### config.mk
export PLATFORM = sky130hd
export DESIGN_NAME = nnl_sqrt
export DESIGN_NICKNAME = d
export VERILOG_FILES = /design/src/rtl/nnl_sqrt.sv
export SDC_FILE = /design/constraint.sdc
export NUM_CORES = 1
export LEC_CHECK = 0
export BUFFER_PORTS_ARGS = -buffer_cell sky130_fd_sc_hd__buf_4
export CAP_MARGIN = 15
export CORE_MARGIN = 1.5
export CORE_UTILIZATION = 45
export DETAILED_ROUTE_END_ITERATION = 6
export PLACE_DENSITY = 0.71
export SLEW_MARGIN = 20
export SYNTH_ARGS = -nofsm -noshare
export SYNTH_HDL_FRONTEND = slang
export SYNTH_SLANG_ARGS = --single-unit
### constraint.sdc
create_clock -name clk -period 8.35 [get_ports clk]
set_clock_uncertainty 0.15 [all_clocks]
set_input_delay 1.2525 -clock clk [delete_from_list [all_inputs] [get_ports clk]]
set_output_delay 1.2525 -clock clk [all_outputs]
set_load 0.05 [all_outputs]
### src/rtl/nnl_sqrt.sv
// Iterative integer square root with round-to-nearest, one result bit per cycle.
// No package dependencies.
module nnl_sqrt #(
  parameter int RW = 25
) (
  input  logic            clk,
  input  logic            rst_n,
  input  logic            start,
  input  logic [2*RW-1:0] rad,
  output logic            done,
  output logic [RW-1:0]   root
);
  localparam int SW   = 2 * RW;
  localparam int CNTW = $clog2(RW + 1);

  logic            busy_r, done_r;
  logic [CNTW-1:0] cnt_r;
  logic [SW-1:0]   s_r, r_r, bit_r;
  logic [SW-1:0]   trial;
  logic            ge;

  assign trial = r_r + bit_r;
  assign ge    = (s_r >= trial);

  always_ff @(posedge clk) begin
    if (!rst_n) begin
      busy_r <= 1'b0;
      done_r <= 1'b0;
      cnt_r  <= '0;
    end else begin
      done_r <= 1'b0;
      if (start) begin
        busy_r <= 1'b1;
        cnt_r  <= CNTW'(RW);
      end else if (busy_r) begin
        cnt_r <= cnt_r - 1'b1;
        if (cnt_r == CNTW'(1)) begin
          busy_r <= 1'b0;
          done_r <= 1'b1;
        end
      end
    end
  end

  always_ff @(posedge clk) begin
    if (start) begin
      s_r   <= rad;
      r_r   <= '0;
      bit_r <= SW'(1) << (SW - 2);
    end else if (busy_r) begin
      if (ge) begin
        s_r <= s_r - trial;
        r_r <= (r_r >> 1) + bit_r;
      end else begin
        r_r <= r_r >> 1;
      end
      bit_r <= bit_r >> 2;
    end
  end

  // remainder above root means the true root is past the half point
  assign done = done_r;
  assign root = RW'(r_r) + RW'(s_r > r_r);

  a_no_restart: assert property (@(posedge clk) disable iff (!rst_n)
    !(start && busy_r))
    else $error("sqrt restarted while busy");

  a_start_busy: assert property (@(posedge clk) disable iff (!rst_n)
    start |=> busy_r)
    else $error("sqrt not busy after start");

  a_done_idle: assert property (@(posedge clk) disable iff (!rst_n)
    done |-> !busy_r)
    else $error("sqrt done while still busy");

endmodule

Word level (Yosys, flattened, before mapping)
Index checks and enable logic that the tools add are counted.
{"block": "op_classes", "n_reduce_logical": 5, "mux": 10, "bitwise_logic": 2, "n_addsub": 5, "eq_ne": 1, "order_cmp": 2}
{"cell": "$mux W50", "n": 4}
{"cell": "$add A49 B49 Y50", "n": 1}
{"cell": "$add A50 B49 Y50", "n": 1}
{"cell": "$ge A50 B50 Y1", "n": 1}
{"cell": "$gt A50 B50 Y1", "n": 1}
{"cell": "$sub A50 B50 Y50", "n": 1}
{"cell": "$add A25 B1 Y25", "n": 1}
{"cell": "$mux W5", "n": 2}
{"cell": "$eq A5 B1 Y1 const B", "n": 1}
{"cell": "$sub A5 B1 Y5 const B", "n": 1}
{"cell": "$mux W1", "n": 4}
{"cell": "$reduce_bool A2 Y1", "n": 2}
{"cell": "$reduce_or A3 Y1", "n": 1}
{"cell": "$not A1 Y1", "n": 2}
{"cell": "$reduce_and A2 Y1", "n": 1}
{"cell": "$reduce_or A2 Y1", "n": 1}
{"block": "word_totals", "ff_bits": 132, "in_bits": 53, "output_inout_bits": 26}

Depth between registers and ports, before layout
{"block": "logic_depth", "word_depth": 5, "ltp_mapped": 24, "depth_no_buf": 21}

Worst setup path after synthesis
No wires, ideal clock.
{"block": "synth_timing", "kind": "flip-flop to flip-flop", "start": "register r_r[10]", "end": "register s_r[0], enable pin", "required_time_ns": 7.673, "arrival_time_ns": 7.821, "n_path_buf": 3, "setup_time_ns": 0.527, "synth_period_minus_slack_ns": 8.498, "stages_incl_launch_ff": 22, "slack_ns": -0.148, "cell_sequence": "dfxtp_1 -> ha_1 -> a311oi_1 -> o31a_1 -> a21boi_2 -> o221ai_1 -> a21bo_2 -> a31oi_2 -> o311ai_1 -> a31oi_1 -> xnor2_1 -> ha_1 -> and3_1 -> clkbuf_1 -> nand4_1 -> o41ai_2 -> or3_1 -> a221oi_2 -> or2_1 -> buf_2 -> buf_2 -> o21ai_0"}
{"block": "synth_via", "elab_chain_cells": 4}
{"element": "from (decl)", "line_no": "18", "text": "logic [SW-1:0] s_r, r_r, bit_r;"}
{"element": "from (signal assigned)", "line_no": "53", "text": "r_r <= (r_r >> 1) + bit_r;"}
{"element": "from (signal assigned)", "line_no": "55", "text": "r_r <= r_r >> 1;"}
{"element": "$add A50 B49 Y50", "line_no": "22", "text": "assign trial = r_r + bit_r;"}
{"element": "$ge A50 B50 Y1", "line_no": "23", "text": "assign ge = (s_r >= trial);"}
{"element": "$reduce_bool A2 Y1 (no source line)"}
{"element": "$reduce_and A2 Y1 (no source line)"}
{"element": "to (signal assigned)", "line_no": "47", "text": "s_r <= rad;"}
{"element": "to (signal assigned)", "line_no": "52", "text": "s_r <= s_r - trial;"}
{"element": "to (decl)", "line_no": "18"}
Every way passes these cells.
A chain may end at the register's enable or synchronous reset.

Worst setup path after layout
{"block": "layout_timing", "start": "register r_r[10]", "end": "register s_r[46], enable pin"}
Same word-level chain as after synthesis.

==> qor.txt <==
RSZ-0062 raised after global routing: no
Io pins: 79
Starting DRT DRC Count: 1418
DRC violation count after routing: 0
Startpoint Class: register
Placer Congestion: 1.00
Post-Synthesis Cells: 1747
Post-synth cell types: 86
Number of port buffers: 78
Register area: 3150 sq um
Share of cells above drive strength 1: 0.0931
Vias in the first global route: 12.4k
Via/cell ratio: 6.21
Std cell rows: 63
Leakage: 5.86 nW
Hold Startpoint: cnt_r[1]$_SDFFE_PP0P_
Most common cell after layout, fill and taps aside: nand2_1
ANT cells: 0
Post-cts repair resize count: 0
Starting Density: 0.459
Area Overhead vs Synth: 9.92%
Max-slew violations: 0
Syn Area/Cell: 7.82 sq um
Reg-to-Reg End: s_r[46]$_DFFE_PP_
Max H-tree Level: 4
Core Region: 29800 sq um
Die Area: 31400 sq um
Tcrit/Tclk final: 0.827
First-pass GRT wire length: 67200 um
Data arrival, critical path: 6820 ps
Max cap viols: 0
WL/cell: 19.9 um
Clk Latency, worst-skew pair: 440 ps
Post-synth EDFFs: 50
Slew @ Worst Pin: 1140 ps
Hold EP: cnt_r[1]$_SDFFE_PP0P_
Hold-fix buffers, CTS: 0
Post-synth net total: 1957
Synth warnings: 0
Worst Path Max Fanout: 50
Die X: 177 um
Async SR Flop Fraction: 0
Final min period: 6910 ps
Outcome: completed
Power Total: 4.43 mW
Synth Cell Area: 13700 sq um
Setup-failing EPs final: 0
Worst Hold Class: reg2reg
Clock root buffer: clkbuf_16
Synth Register Bits: 132
Die Height: 177 um
GRT Util Overall: 0.274
Rel. slew slack: 0.237
WS Path Type: reg2reg
Fmax: 0.145 GHz
Setup bufs post-CTS: 0
Sequential element share of the synthesized area: 0.230
Setup crit start: r_r[10]$_SDFFE_PP0P_
CTS tree: built
Clk buf depth: 2
GRT overflow: 0
CP Capture Type: register
Final wirelength: 43000 um
# fillers: 2898
Clock-pin slew on the worst setup and hold paths: 70 ps
Power Density: 295 nW/um^2
Drt pass-1 iters: 5
Area of the multi-input gates: 9780 sq um
Area after DPL: 14400 sq um
Commonest cells after routing, fill and taps aside: 183 x nand2_1, 156 x ha_1, 140 x nor2_1
HPWL after detailed placement: 32700 um
ANT nets after route: 0
Most used DFF post-synth: dfxtp_1
CP Data Required Time: 8270 ps
Reg2reg setup slack: 1440 ps
Reg2Reg Depth: 20
Final Hold Fails: 0
Clock sinks: 132
Vias: 13.4k
Min-Delay Path Depth: 2
Antenna violations before repair: 0
Worst R2R Start: r_r[10]$_SDFFE_PP0P_
# nets final: 1969
Final setup TNS: 0 ps
Largest net degree at the start of global routing: 65
Finished Cell Area: 15000 sq um
Clock buffer count from CTS: 17
VDD IR max: 0.174 mV
==> where the power goes <==
part / switching, mW / internal [mW]
logic: 1.61 / 0.989
registers: 0.187 / 0.864
clock network: 0.328 / 0.459
==> synth_stat cells, drive strengths merged (7+ instances only) <==
cell type	count	area share
and2	13	0.0060
xnor2	107	0.069
o21bai	27	0.015
o21ai	138	0.051
a21o	60	0.033
nor3	50	0.019
dfxtp	82	0.12
a31oi	42	0.020
o22ai	10	0.0050
nand3	27	0.0099
and3	16	0.0073
nor4	12	0.0060
a221oi	11	0.0084
clkbuf	54	0.015
o31ai	17	0.011
ha	156	0.14
a21oi	119	0.044
nand2b	8	0.0037
o21a	13	0.0072
or2	8	0.0037
a311oi	10	0.0064
inv	99	0.027
nand2	183	0.050
o211ai	10	0.0055
a31o	9	0.0058
nor3b	7	0.0038
edfxtp	50	0.11
xor2	39	0.025
or3	8	0.0037
a211oi	39	0.022
buf	39	0.015
nand4	41	0.019
nor2	140	0.038
mux2i	28	0.021
==> registers in the layout, summed over array words and instances (netlist names) <==
register  cells
done          1
bit_r        25
busy_r        1
cnt_r         5
r_r          50
s_r          50
==> per-layer routing <==
layer | global-route usage | wire (um)
met3 | 0.0470 | 3850
met4 | 0.0900 | 1160
met5 | 0 | 0
met1 | 0.404 | 20200
met2 | 0.398 | 17800
==> metrics by stage <==
step	hold WS [ps]	util	worst slack [ps]	std cells
finish	348	0.504	1440	2162
global route	360	0.504	989	2162
CTS	345	0.504	1550	2162
detailed placement	337	0.485	1650	2130
global placement	331	0.485	1880	2130
floorplan	318	-	1210	1747
==> critical path, stage by stage (launching register included) <==
cell,delay (ps)
dfxtp_1,560
ha_1,360
a311oi_1,390
o31a_1,220
a21boi_2,250
o221ai_1,230
a21bo_2,290
a31oi_2,380
nor2_1,70
nor2_1,140
xnor2_1,100
ha_1,450
nand4_1,180
nor4_1,380
nand2_1,150
o41ai_2,480
or3_1,220
a221oi_4,50
or2_2,600
o21ai_4,230
buf_4,600
==> cell type report <==
type / instances / area share
multi-input combinational: 1423 / 0.651
tap: 390 / 0.0325
sequential: 132 / 0.209
timing repair buffer: 86 / 0.0430
clock buffer: 21 / 0.0307
clock inverter: 11 / 0.00825
inverter: 99 / 0.0247
==> worst max-delay path by stage <==
stage / end / slack, ps / depth (start not counted)
6_report: s_r[46]$_DFFE_PP_ / 1440 / 20
2_1_floorplan: s_r[0]$_DFFE_PP_ / 1210 / 21
3_5_place_dp: s_r[44]$_DFFE_PP_ / 1650 / 20
3_3_place_gp: s_r[44]$_DFFE_PP_ / 1880 / 20
5_1_grt: s_r[49]$_DFFE_PP_ / 990 / 19
4_1_cts: s_r[33]$_DFFE_PP_ / 1550 / 20
==> cells by family (layout without fill, tap and decap cells) <==
logic type | after synthesis | after routing | share of synthesized area
AO/OA/AOI/OAI | 561 | 561 | 0.273
XOR/XNOR | 146 | 146 | 0.0936
adder cells (fa/ha/maj) | 157 | 157 | 0.144
buffers and inverters | 192 | 217 | 0.0568
flip-flops | 132 | 132 | 0.230
multiplexers | 33 | 33 | 0.0246
AND/OR/NAND/NOR | 526 | 526 | 0.178
Note: power is estimated with default switching activity, not from simulation.
